File: config.mk
export PLATFORM = sky130hd
export DESIGN_NAME = iir_direct_form2_filter
export DESIGN_NICKNAME = d
export VERILOG_FILES = /design/src/rtl/iirdf2_pkg.sv /design/src/rtl/iir_direct_form2_filter.sv /design/src/rtl/iirdf2_csr.sv /design/src/rtl/iirdf2_seq.sv /design/src/rtl/iirdf2_dp.sv
export SDC_FILE = /design/constraint.sdc
export NUM_CORES = 2
export LEC_CHECK = 0
export ABC_AREA = 0
export BUFFER_PORTS_ARGS = -buffer_cell sky130_fd_sc_hd__buf_2
export CORE_MARGIN = 1.5
export CORE_UTILIZATION = 45
export DETAILED_ROUTE_END_ITERATION = 16
export GPL_TIMING_DRIVEN = 0
export PLACE_DENSITY_LB_ADDON = 0.2
export SLEW_MARGIN = 30
export SYNTH_ARGS = -nofsm -noshare
export SYNTH_HDL_FRONTEND = slang
export SYNTH_HIERARCHICAL = 1
export SYNTH_SLANG_ARGS = --single-unit
File: constraint.sdc
create_clock -name clock -period 17.2 [get_ports clock]
set_input_delay 1.72 -clock clock [delete_from_list [all_inputs] [get_ports clock]]
set_output_delay 1.72 -clock clock [all_outputs]
set_load 0.01 [all_outputs]
File: src/rtl/iirdf2_pkg.sv
`timescale 1ns / 1ps

package iirdf2_pkg;

   // fixed field widths and counts
   localparam int COEF_WIDTH  = 18;
   localparam int AUX_WIDTH   = 24;
   localparam int NUM_TAPS    = 3;
   localparam int NUM_REGS    = 7;
   localparam int PADDR_WIDTH = 5;
   localparam int PDATA_WIDTH = 32;
   localparam int REG_WIDTH   = 3;
   localparam int STEP_WIDTH  = 4;

   // register indexes, also used as coefficient selects
   localparam logic [REG_WIDTH-1:0] REG_B0 = 3'd0;
   localparam logic [REG_WIDTH-1:0] REG_B1 = 3'd1;
   localparam logic [REG_WIDTH-1:0] REG_B2 = 3'd2;
   localparam logic [REG_WIDTH-1:0] REG_B3 = 3'd3;
   localparam logic [REG_WIDTH-1:0] REG_A1 = 3'd4;
   localparam logic [REG_WIDTH-1:0] REG_A2 = 3'd5;
   localparam logic [REG_WIDTH-1:0] REG_A3 = 3'd6;

   localparam logic [COEF_WIDTH-1:0] COEF_ONE = 18'd16384;

   // multiplier data operand
   localparam logic [1:0] DSEL_H0 = 2'd0;
   localparam logic [1:0] DSEL_H1 = 2'd1;
   localparam logic [1:0] DSEL_H2 = 2'd2;
   localparam logic [1:0] DSEL_W  = 2'd3;

   // accumulate destination
   localparam logic [1:0] ACC_NONE = 2'd0;
   localparam logic [1:0] ACC_W    = 2'd1;
   localparam logic [1:0] ACC_Y    = 2'd2;

   // step advance condition
   localparam logic [1:0] COND_ALWAYS   = 2'd0;
   localparam logic [1:0] COND_REQ      = 2'd1;
   localparam logic [1:0] COND_OUT_FREE = 2'd2;

   typedef logic [NUM_REGS-1:0][COEF_WIDTH-1:0] coef_bank_type;

   typedef struct packed {
      logic [REG_WIDTH-1:0]  coef_sel;
      logic [1:0]            data_sel;
      logic [1:0]            acc_sel;
      logic                  init;
      logic                  load_w;
      logic                  shift_hist;
      logic                  out_load;
      logic [1:0]            cond;
      logic [STEP_WIDTH-1:0] next_step;
   } ctl_word_type;

   typedef struct packed {
      logic req_valid;
      logic out_free;
   } seq_status_type;

endpackage

File: src/rtl/iir_direct_form2_filter.sv
`timescale 1ns / 1ps

// Third-order direct form II IIR filter, one signed sample per word.
// Input words arrive on req_valid / req_stall / req_sample_in; filtered
// words leave on rsp_valid / rsp_stall / rsp_sample_out. Coefficients
// (Q3.14, b0..b3 then a1..a3) are written over the APB port at byte
// offsets 0x00..0x18; write them only while the filter is idle.
// A microcoded sequencer runs each sample through one shared 18x24
// multiplier and two accumulators (w and y): a ten-step program whose
// last step loads the output register, so a new input word waits until
// the sequencer is back in its wait step.
// req_stall is high from the accept until the sequencer returns to its
// wait step. If the receiver stalls a finished word, the sequencer holds
// in its last step until the output register frees up, and the next
// input word waits behind it. Reset clears the w history, sets b0 to 1.0
// and all other coefficients to zero, and drops rsp_valid.
module iir_direct_form2_filter #(
   parameter int HISTORY_DEPTH  = 3,
   parameter int SAMPLE_WIDTH   = 16,
   parameter int COEF_FRAC_BITS = 14
) (
   input  logic                                 clock,
   input  logic                                 reset,
   input  logic                                 req_valid,
   output logic                                 req_stall,
   input  logic signed [SAMPLE_WIDTH-1:0]       req_sample_in,
   output logic                                 rsp_valid,
   input  logic                                 rsp_stall,
   output logic signed [SAMPLE_WIDTH-1:0]       rsp_sample_out,
   input  logic                                 psel,
   input  logic                                 penable,
   input  logic                                 pwrite,
   input  logic [iirdf2_pkg::PADDR_WIDTH-1:0]   paddr,
   input  logic [iirdf2_pkg::PDATA_WIDTH-1:0]   pwdata,
   output logic [iirdf2_pkg::PDATA_WIDTH-1:0]   prdata,
   output logic                                 pready
);
   import iirdf2_pkg::*;

   coef_bank_type  coefs;
   ctl_word_type   ctl;
   seq_status_type status;
   logic           out_free;

   assign status.req_valid = req_valid;
   assign status.out_free  = out_free;

   iirdf2_csr u_csr (
      .clock   (clock),
      .reset   (reset),
      .psel    (psel),
      .penable (penable),
      .pwrite  (pwrite),
      .paddr   (paddr),
      .pwdata  (pwdata),
      .prdata  (prdata),
      .pready  (pready),
      .coefs   (coefs)
   );

   iirdf2_seq u_seq (
      .clock     (clock),
      .reset     (reset),
      .status    (status),
      .ctl       (ctl),
      .req_stall (req_stall)
   );

   iirdf2_dp #(
      .HISTORY_DEPTH  (HISTORY_DEPTH),
      .SAMPLE_WIDTH   (SAMPLE_WIDTH),
      .COEF_FRAC_BITS (COEF_FRAC_BITS)
   ) u_dp (
      .clock          (clock),
      .reset          (reset),
      .ctl            (ctl),
      .coefs          (coefs),
      .req_sample_in  (req_sample_in),
      .out_free       (out_free),
      .rsp_valid      (rsp_valid),
      .rsp_stall      (rsp_stall),
      .rsp_sample_out (rsp_sample_out)
   );

endmodule

File: src/rtl/iirdf2_csr.sv
`timescale 1ns / 1ps

module iirdf2_csr (
   input  logic                                 clock,
   input  logic                                 reset,
   input  logic                                 psel,
   input  logic                                 penable,
   input  logic                                 pwrite,
   input  logic [iirdf2_pkg::PADDR_WIDTH-1:0]   paddr,
   input  logic [iirdf2_pkg::PDATA_WIDTH-1:0]   pwdata,
   output logic [iirdf2_pkg::PDATA_WIDTH-1:0]   prdata,
   output logic                                 pready,
   output iirdf2_pkg::coef_bank_type            coefs
);
   import iirdf2_pkg::*;

   logic [COEF_WIDTH-1:0] coef_ff [NUM_REGS];
   logic [REG_WIDTH-1:0]  reg_idx;
   logic                  wr_en;

   assign pready  = 1'b1;
   assign reg_idx = paddr[PADDR_WIDTH-1:2];
   assign wr_en   = psel && penable && pwrite && (reg_idx < REG_WIDTH'(NUM_REGS));

   always_ff @(posedge clock) begin
      if (reset) begin
         for (int k = 0; k < NUM_REGS; k++) begin
            coef_ff[k] <= (k == int'(REG_B0)) ? COEF_ONE : '0;
         end
      end else if (wr_en) begin
         coef_ff[reg_idx] <= pwdata[COEF_WIDTH-1:0];
      end
   end

   always_comb begin
      prdata = '0;
      if (reg_idx < REG_WIDTH'(NUM_REGS)) begin
         prdata = PDATA_WIDTH'(signed'(coef_ff[reg_idx]));
      end
   end

   always_comb begin
      for (int k = 0; k < NUM_REGS; k++) begin
         coefs[k] = coef_ff[k];
      end
   end

endmodule

File: src/rtl/iirdf2_seq.sv
`timescale 1ns / 1ps

module iirdf2_seq (
   input  logic                        clock,
   input  logic                        reset,
   input  iirdf2_pkg::seq_status_type  status,
   output iirdf2_pkg::ctl_word_type    ctl,
   output logic                        req_stall
);
   import iirdf2_pkg::*;

   localparam logic [STEP_WIDTH-1:0] STEP_IDLE = 4'd0;

   logic [STEP_WIDTH-1:0] step_ff;
   logic [STEP_WIDTH-1:0] step_in;
   ctl_word_type          word;
   logic                  cond_met;

   // microcode: one word per step, multiplies overlap the accumulate of
   // the previous product
   function automatic ctl_word_type ucode(input logic [STEP_WIDTH-1:0] step);
      ctl_word_type w;
      w = '0;
      w.cond = COND_ALWAYS;
      w.next_step = step + STEP_WIDTH'(1);
      unique case (step)
         4'd0: begin
            w.cond = COND_REQ;
            w.init = 1'b1;
         end
         4'd1: begin
            w.coef_sel = REG_A1; w.data_sel = DSEL_H0;
         end
         4'd2: begin
            w.coef_sel = REG_A2; w.data_sel = DSEL_H1; w.acc_sel = ACC_W;
         end
         4'd3: begin
            w.coef_sel = REG_A3; w.data_sel = DSEL_H2; w.acc_sel = ACC_W;
         end
         4'd4: begin
            w.coef_sel = REG_B1; w.data_sel = DSEL_H0; w.acc_sel = ACC_W;
         end
         4'd5: begin
            w.coef_sel = REG_B2; w.data_sel = DSEL_H1; w.acc_sel = ACC_Y;
            w.load_w   = 1'b1;
         end
         4'd6: begin
            w.coef_sel = REG_B0; w.data_sel = DSEL_W; w.acc_sel = ACC_Y;
         end
         4'd7: begin
            w.coef_sel = REG_B3; w.data_sel = DSEL_H2; w.acc_sel = ACC_Y;
         end
         4'd8: begin
            w.acc_sel    = ACC_Y;
            w.shift_hist = 1'b1;
         end
         4'd9: begin
            w.cond      = COND_OUT_FREE;
            w.out_load  = 1'b1;
            w.next_step = STEP_IDLE;
         end
         default: begin
            w.next_step = STEP_IDLE;
         end
      endcase
      return w;
   endfunction

   assign word = ucode(step_ff);

   always_comb begin
      unique case (word.cond)
         COND_REQ:      cond_met = status.req_valid;
         COND_OUT_FREE: cond_met = status.out_free;
         default:       cond_met = 1'b1;
      endcase
   end

   // a held step issues no side effects
   always_comb begin
      ctl = word;
      if (!cond_met) begin
         ctl.init     = 1'b0;
         ctl.out_load = 1'b0;
      end
   end

   assign step_in   = cond_met ? word.next_step : step_ff;
   assign req_stall = (step_ff != STEP_IDLE);

   always_ff @(posedge clock) begin
      if (reset) begin
         step_ff <= STEP_IDLE;
      end else begin
         step_ff <= step_in;
      end
   end

endmodule

File: src/rtl/iirdf2_dp.sv
`timescale 1ns / 1ps

module iirdf2_dp #(
   parameter int HISTORY_DEPTH  = 3,
   parameter int SAMPLE_WIDTH   = 16,
   parameter int COEF_FRAC_BITS = 14
) (
   input  logic                           clock,
   input  logic                           reset,
   input  iirdf2_pkg::ctl_word_type       ctl,
   input  iirdf2_pkg::coef_bank_type      coefs,
   input  logic signed [SAMPLE_WIDTH-1:0] req_sample_in,
   output logic                           out_free,
   output logic                           rsp_valid,
   input  logic                           rsp_stall,
   output logic signed [SAMPLE_WIDTH-1:0] rsp_sample_out
);
   import iirdf2_pkg::*;

   localparam int PROD_WIDTH = COEF_WIDTH + AUX_WIDTH;
   // rounded products stay within 28 bits; four of them plus the sample fit
   localparam int ACC_WIDTH  = 40;
   localparam logic [PROD_WIDTH:0] RND_HALF = (PROD_WIDTH + 1)'(1) << (COEF_FRAC_BITS - 1);

   logic signed [AUX_WIDTH-1:0]    hist_ff [HISTORY_DEPTH];
   logic signed [AUX_WIDTH-1:0]    hist_view [NUM_TAPS];
   logic signed [AUX_WIDTH-1:0]    w_ff;
   logic signed [PROD_WIDTH-1:0]   prod_ff;
   logic signed [PROD_WIDTH-1:0]   prod_in;
   logic signed [ACC_WIDTH-1:0]    acc_w_ff;
   logic signed [ACC_WIDTH-1:0]    acc_w_in;
   logic signed [ACC_WIDTH-1:0]    acc_y_ff;
   logic signed [ACC_WIDTH-1:0]    acc_y_in;
   logic signed [SAMPLE_WIDTH-1:0] sample_out_ff;
   logic                           rsp_valid_ff;
   logic signed [COEF_WIDTH-1:0]   mul_coef;
   logic signed [AUX_WIDTH-1:0]    mul_data;
   logic signed [PROD_WIDTH:0]     prod_sum;
   logic signed [PROD_WIDTH:0]     prod_shift;
   logic signed [ACC_WIDTH-1:0]    rnd_term;

   function automatic logic signed [AUX_WIDTH-1:0] sat_aux(
      input logic signed [ACC_WIDTH-1:0] v
   );
      logic [ACC_WIDTH-AUX_WIDTH:0] upper;
      upper = v[ACC_WIDTH-1:AUX_WIDTH-1];
      if ((&upper) || !(|upper)) begin
         return v[AUX_WIDTH-1:0];
      end
      return {v[ACC_WIDTH-1], {(AUX_WIDTH-1){~v[ACC_WIDTH-1]}}};
   endfunction

   function automatic logic signed [SAMPLE_WIDTH-1:0] sat_out(
      input logic signed [ACC_WIDTH-1:0] v
   );
      logic [ACC_WIDTH-SAMPLE_WIDTH:0] upper;
      upper = v[ACC_WIDTH-1:SAMPLE_WIDTH-1];
      if ((&upper) || !(|upper)) begin
         return v[SAMPLE_WIDTH-1:0];
      end
      return {v[ACC_WIDTH-1], {(SAMPLE_WIDTH-1){~v[ACC_WIDTH-1]}}};
   endfunction

   // taps beyond the configured depth read as zero
   for (genvar k = 0; k < NUM_TAPS; k++) begin : g_view
      if (k < HISTORY_DEPTH) begin : g_used
         assign hist_view[k] = hist_ff[k];
      end else begin : g_unused
         assign hist_view[k] = '0;
      end
   end

   always_comb begin
      mul_coef = coefs[ctl.coef_sel];
      unique case (ctl.data_sel)
         DSEL_H0: mul_data = hist_view[0];
         DSEL_H1: mul_data = hist_view[1];
         DSEL_H2: mul_data = hist_view[2];
         default: mul_data = w_ff;
      endcase
      prod_in = PROD_WIDTH'(mul_coef) * PROD_WIDTH'(mul_data);
   end

   // round half up: add half an LSB, then floor shift
   always_comb begin
      prod_sum   = {prod_ff[PROD_WIDTH-1], prod_ff} + RND_HALF;
      prod_shift = prod_sum >>> COEF_FRAC_BITS;
      rnd_term   = prod_shift[ACC_WIDTH-1:0];
   end

   always_comb begin
      acc_w_in = acc_w_ff;
      acc_y_in = acc_y_ff;
      if (ctl.init) begin
         acc_w_in = ACC_WIDTH'(req_sample_in);
         acc_y_in = '0;
      end else begin
         if (ctl.acc_sel == ACC_W) begin
            acc_w_in = acc_w_ff + rnd_term;
         end
         if (ctl.acc_sel == ACC_Y) begin
            acc_y_in = acc_y_ff + rnd_term;
         end
      end
   end

   always_ff @(posedge clock) begin
      prod_ff  <= prod_in;
      acc_w_ff <= acc_w_in;
      acc_y_ff <= acc_y_in;
      if (ctl.load_w) begin
         w_ff <= sat_aux(acc_w_ff);
      end
      if (ctl.out_load) begin
         sample_out_ff <= sat_out(acc_y_ff);
      end
   end

   always_ff @(posedge clock) begin
      if (reset) begin
         for (int k = 0; k < HISTORY_DEPTH; k++) begin
            hist_ff[k] <= '0;
         end
      end else if (ctl.shift_hist) begin
         hist_ff[0] <= w_ff;
         for (int k = 1; k < HISTORY_DEPTH; k++) begin
            hist_ff[k] <= hist_ff[k-1];
         end
      end
   end

   always_ff @(posedge clock) begin
      if (reset) begin
         rsp_valid_ff <= 1'b0;
      end else if (ctl.out_load) begin
         rsp_valid_ff <= 1'b1;
      end else if (!rsp_stall) begin
         rsp_valid_ff <= 1'b0;
      end
   end

   assign out_free       = !rsp_valid_ff || !rsp_stall;
   assign rsp_valid      = rsp_valid_ff;
   assign rsp_sample_out = sample_out_ff;

endmodule

Word level (Yosys, flattened, before mapping):

Memory sizes are Yosys's and may differ from the RTL's.
Cells that the tools add are included.

* register bits after elaboration: 167
* RAM bits: 198
* input bits: 60
* output and inout port bits: 51
* memories kept: 2

Memory list
* u_csr.coef_ff: words 7, bits a word 18, read ports 8, clocked after Yosys merged registers in 0, write ports 7, RTL line iirdf2_csr.sv:17 `logic [COEF_WIDTH-1:0] coef_ff [NUM_REGS];`
* u_dp.hist_ff: words 3, bits a word 24, read ports 3, clocked after Yosys merged registers in 0, write ports 3, RTL line iirdf2_dp.sv:25 `logic signed [AUX_WIDTH-1:0] hist_ff [HISTORY_DEPTH];`

* $add $sub $neg: 4
* multiply operators: 1
* magnitude comparators: 2
* eq/ne operators: 16
* mux-type cells: 41
* bitwise operators: 5
* reduce and logical (&&, ||, !) cells: 22

Operator list (number)
* $mux 24: 5
* $add 40x29->40: 2
* $mux 40: 2
* $pmux 24 s3: 1
* $bmux 18 s3: 1
* $add 42x15->43 const B: 1
* $mul 18x24->42: 1
* $mux 18: 2
* $pmux 5 s7: 1
* $mux 16: 2
* $mux 32: 1
* $reduce_and 25->1: 1
* $reduce_or 25->1: 1
* $mux 1: 21
* $reduce_or 18->1: 1
* $reduce_and 17->1: 1
* $reduce_or 17->1: 1
* $eq 4x3->1 const B: 4
* $reduce_or 9->1: 1
* $eq 4x2->1 const B: 2
* $eq 4x4->1 const B: 2
* $pmux 2 s2: 2
* $eq 2x1->1 const B: 3
* $eq 2x2->1 const B: 3
* 19 further kinds: 29

Depth between registers and ports, before layout:

* depth after elaboration: 8
* depth in mapped cells: 36
* depth with buffers taken out: 33

By module:

Netlist, hierarchy kept.

By module, submodules not included
* iirdf2_dp: instances 1, cells an instance 3001, area an instance 28409.7 µm²
* iirdf2_csr: instances 1, cells an instance 508, area an instance 5876.9 µm²
* iirdf2_seq: instances 1, cells an instance 71, area an instance 519.2 µm²

Worst setup path before layout:

OpenSTA, ideal clock, no wires.

* kind: register to register
* start point: register u_seq.step_ff[0]
* end point: register u_dp.prod_ff[29]
* data arrival time: 8.808 ns
* required time: 17.128 ns
* path slack: 8.319 ns
* cell stages (with the launch flop): 37
* buffers on the path: 4
* period minus slack after synthesis: 8.881 ns
* path through: dfxtp_1 > inv_1 > ha_1 > nor2_1 > a211oi_1 > buf_6 > buf_1 > clkbuf_1 > mux2i_1 > nor2_1 > a21oi_1 > a21oi_1 > clkbuf_1 > nand2_1 > fa_1 > inv_1 > fa_1 > inv_1 > fa_1 > inv_1 > fa_1 > fa_1 > inv_1 > fa_1 > inv_1 > ha_1 > and4_1 > and2_1 > a22oi_1 > o211ai_1 > a21o_1 > o31a_4 > a21oi_2 > o21bai_1 > a21o_1 > a21oi_1 > xnor2_1

RTL lines
* from (decl): RTL line iirdf2_seq.sv:14 `logic [STEP_WIDTH-1:0] step_ff;`
* from (signal assigned): RTL line iirdf2_seq.sv:95 `step_ff <= step_in;`
* to (signal assigned): RTL line iirdf2_dp.sv:108 `prod_ff <= prod_in;`
* to (decl): RTL line iirdf2_dp.sv:28 `logic signed [PROD_WIDTH-1:0] prod_ff;`

==> run summary <==
The later pin in the worst-skew pair is clocked with a latency of 540 ps. The first global-routing pass estimated 156 mm of wire. In the synthesized netlist, the number of instances is 3570.

Core area: 0.0762 mm². Setup violations remaining at the end of the flow were counted as 0. The finished cells cover 0.0379 mm². After synthesis, the mean cell area works out to 9.73 µm².

The logs give 3 for the number of antenna violations at the first check in global routing and 4764 for the post-route non-filler standard cell count. Fill cells in the final layout number 7116. The cell area after placement was 0.0367 mm²; the post-cts hold buffer count was 0. For this run, the post-layout net count is 4375.

The placed wire-length estimate was 80.4 mm; the maximum clock rate was 87.8 MHz. The worst pin sits at a relative slew slack of 31.1%. The number of H-tree levels is 2, and the number of design-rule violations left by the first detailed-router iteration is 2206. The congestion estimate from routability-driven global placement came to 0.922. Max-cap violations in this run came to 0. For the final database, setup skew stands at 21.5 ps. The setup total negative slack is 0 ps. The total count of max-transition violations in the final report is 0, and the post-detailed-route count of antenna-violating nets is 0. After detailed routing, the average wire length per cell comes to 21.2 µm. The library cell used most frequently in the layout, excluding fill and tap cells, is inv_1. The die is 281 µm wide. The worst path uses 66.2% of the clock period. Final hold violation count: 0. The flow ran to the end, and the final reports show no timing, DRC or antenna violations.

Of the cells placed in the final design, the portion with a size suffix greater than 1 is 8.04%. Setup repair after global routing left no endpoint under its margin. For this design, the slowest cell found on the critical path is clkbuf_1.

Gates resized during post-CTS repair numbered 0. Including well taps, the total number of placed cells is 4695. For the total wire length after detailed routing, the log shows 101 mm. The clock input transition at the sequential cells of the worst setup and hold paths was 60 ps; the number of sinks on the clock net was 352. The number of global-route vias before repair is 26.3k.

The area growth from synthesis to layout was 9.17%. By startpoint and endpoint, the worst setup path is classified as flip-flop to flip-flop. For the die area, the log shows 0.0789 mm².

Post-CTS timing repair inserted 0 buffers for setup. The number of top-level design ports was 111; the transition at the pin with the smallest max-transition slack was 1030 ps. Cell area after synthesis: 0.0347 mm².

TritonCTS built the clock tree. For this run, the number of Yosys warnings is 6. Via count: 26.1k. At the end of the flow the core is filled with cells to 49.8%. The tools report the clock buffer count from CTS as 37.

In the routed design, unresolved DRC markers number 0. Global routing consumed, over all layers together, 26.0% of the routing resources. The routed via count divided by cell count is 5.48, and the required time at the endpoint of the critical path is 17590 ps. For flop-to-flop paths, the worst setup slack is 5810 ps.

In the layout the commonest cells are 535 x inv_1, 429 x nand2_1, 426 x fa_1, 260 x edfxtp_1, 203 x and2_1. The die height was 281 µm; the clock period minus worst slack was 11390 ps. Entering global routing, the biggest net connects 45 pins. In this run the clock root is driven by a clkbuf_16. The maximum clock path buffer count is 3, and the starting utilization of the core area is 45.6%.

The run gives 4241 as the net count after synthesis. Data arrives at the worst endpoint at 11780 ps. The highest cell delay on the worst timing path is 760 ps, and the number of rows in the core area is 101.

The first TritonRoute pass finished after 5 iterations. The run gives 0 as the residual overflow from global routing. Of all nets on the critical path, the largest fanout is 10. STA classifies the critical path endpoint as a flip-flop. The tightest min-delay check is of the flip-flop to flip-flop type. STA classifies the critical path startpoint as a flip-flop. The number of buffers added on ports works out to 90.
routing by layer:
layer  global-route usage [%]  part of all wire, %
met1                     36.3                   43
met2                     41.7                   46
met3                     3.61                  7.6
met4                     8.37                  3.4
met5                        0                0.018
final cells by class:
| class | count | area (µm²) | share of cell area (%) |
|---|---|---|---|
| repair buffers | 95 | 546 | 1.44 |
| well taps | 1030 | 1290 | 3.40 |
| diodes | 2 | 5.00 | 0.0132 |
| flip-flops and latches | 352 | 9650 | 25.4 |
| plain buffers | 175 | 771 | 2.03 |
| inverters | 537 | 2020 | 5.31 |
| clock inverters | 20 | 218 | 0.574 |
| multi-input cells | 2506 | 22400 | 59.1 |
| clock buffers | 47 | 1010 | 2.68 |
critical path, delay by kind of cell, from the launching register on:
kind	cells	cell delay, ps
adder cells (fa/ha/maj)	8	3610
multiplexers	1	190
flip-flops	1	350
buffers and inverters	10	2480
XOR/XNOR	1	360
AND/OR/NAND/NOR	6	870
AO/OA/AOI/OAI	10	3340
registers in the layout, indices dropped and copies added (netlist names):
name / cells
u_dp/w_ff: 24
u_dp/hist_ff: 72
u_dp/acc_w_ff: 40
u_dp/rsp_valid: 1
u_seq/step_ff: 4
u_dp/prod_ff: 29
u_dp/acc_y_ff: 40
u_csr/coef_ff: 126
u_dp/rsp_sample_out: 16
metrics by stage:
| step | setup WS (ps) | hold slack [ps] |
|---|---|---|
| finish | 5810 | 476 |
| global route | 5280 | 495 |
| CTS | 5750 | 481 |
| detailed placement | 5820 | 472 |
| global placement | 4530 | 468 |
| floorplan | 8330 | 449 |
path summary, 6_finish.rpt:
check	from	end	depth (start not counted)
setup / recovery	u_seq/step_ff[0]$_SDFFE_PP0P_	u_dp/prod_ff[41]$_DFF_P_	36
hold / removal	u_dp/acc_y_ff[3]$_SDFFE_PP0N_	u_dp/acc_y_ff[3]$_SDFFE_PP0N_	2
setup reg to reg	u_seq/step_ff[0]$_SDFFE_PP0P_	u_dp/prod_ff[41]$_DFF_P_	36
hold reg to reg	u_dp/acc_y_ff[3]$_SDFFE_PP0N_	u_dp/acc_y_ff[3]$_SDFFE_PP0N_	2
Power is left out: the tool's default activity adds up to more than one toggle a clock period on the data nets, which glitch-free logic cannot reach.
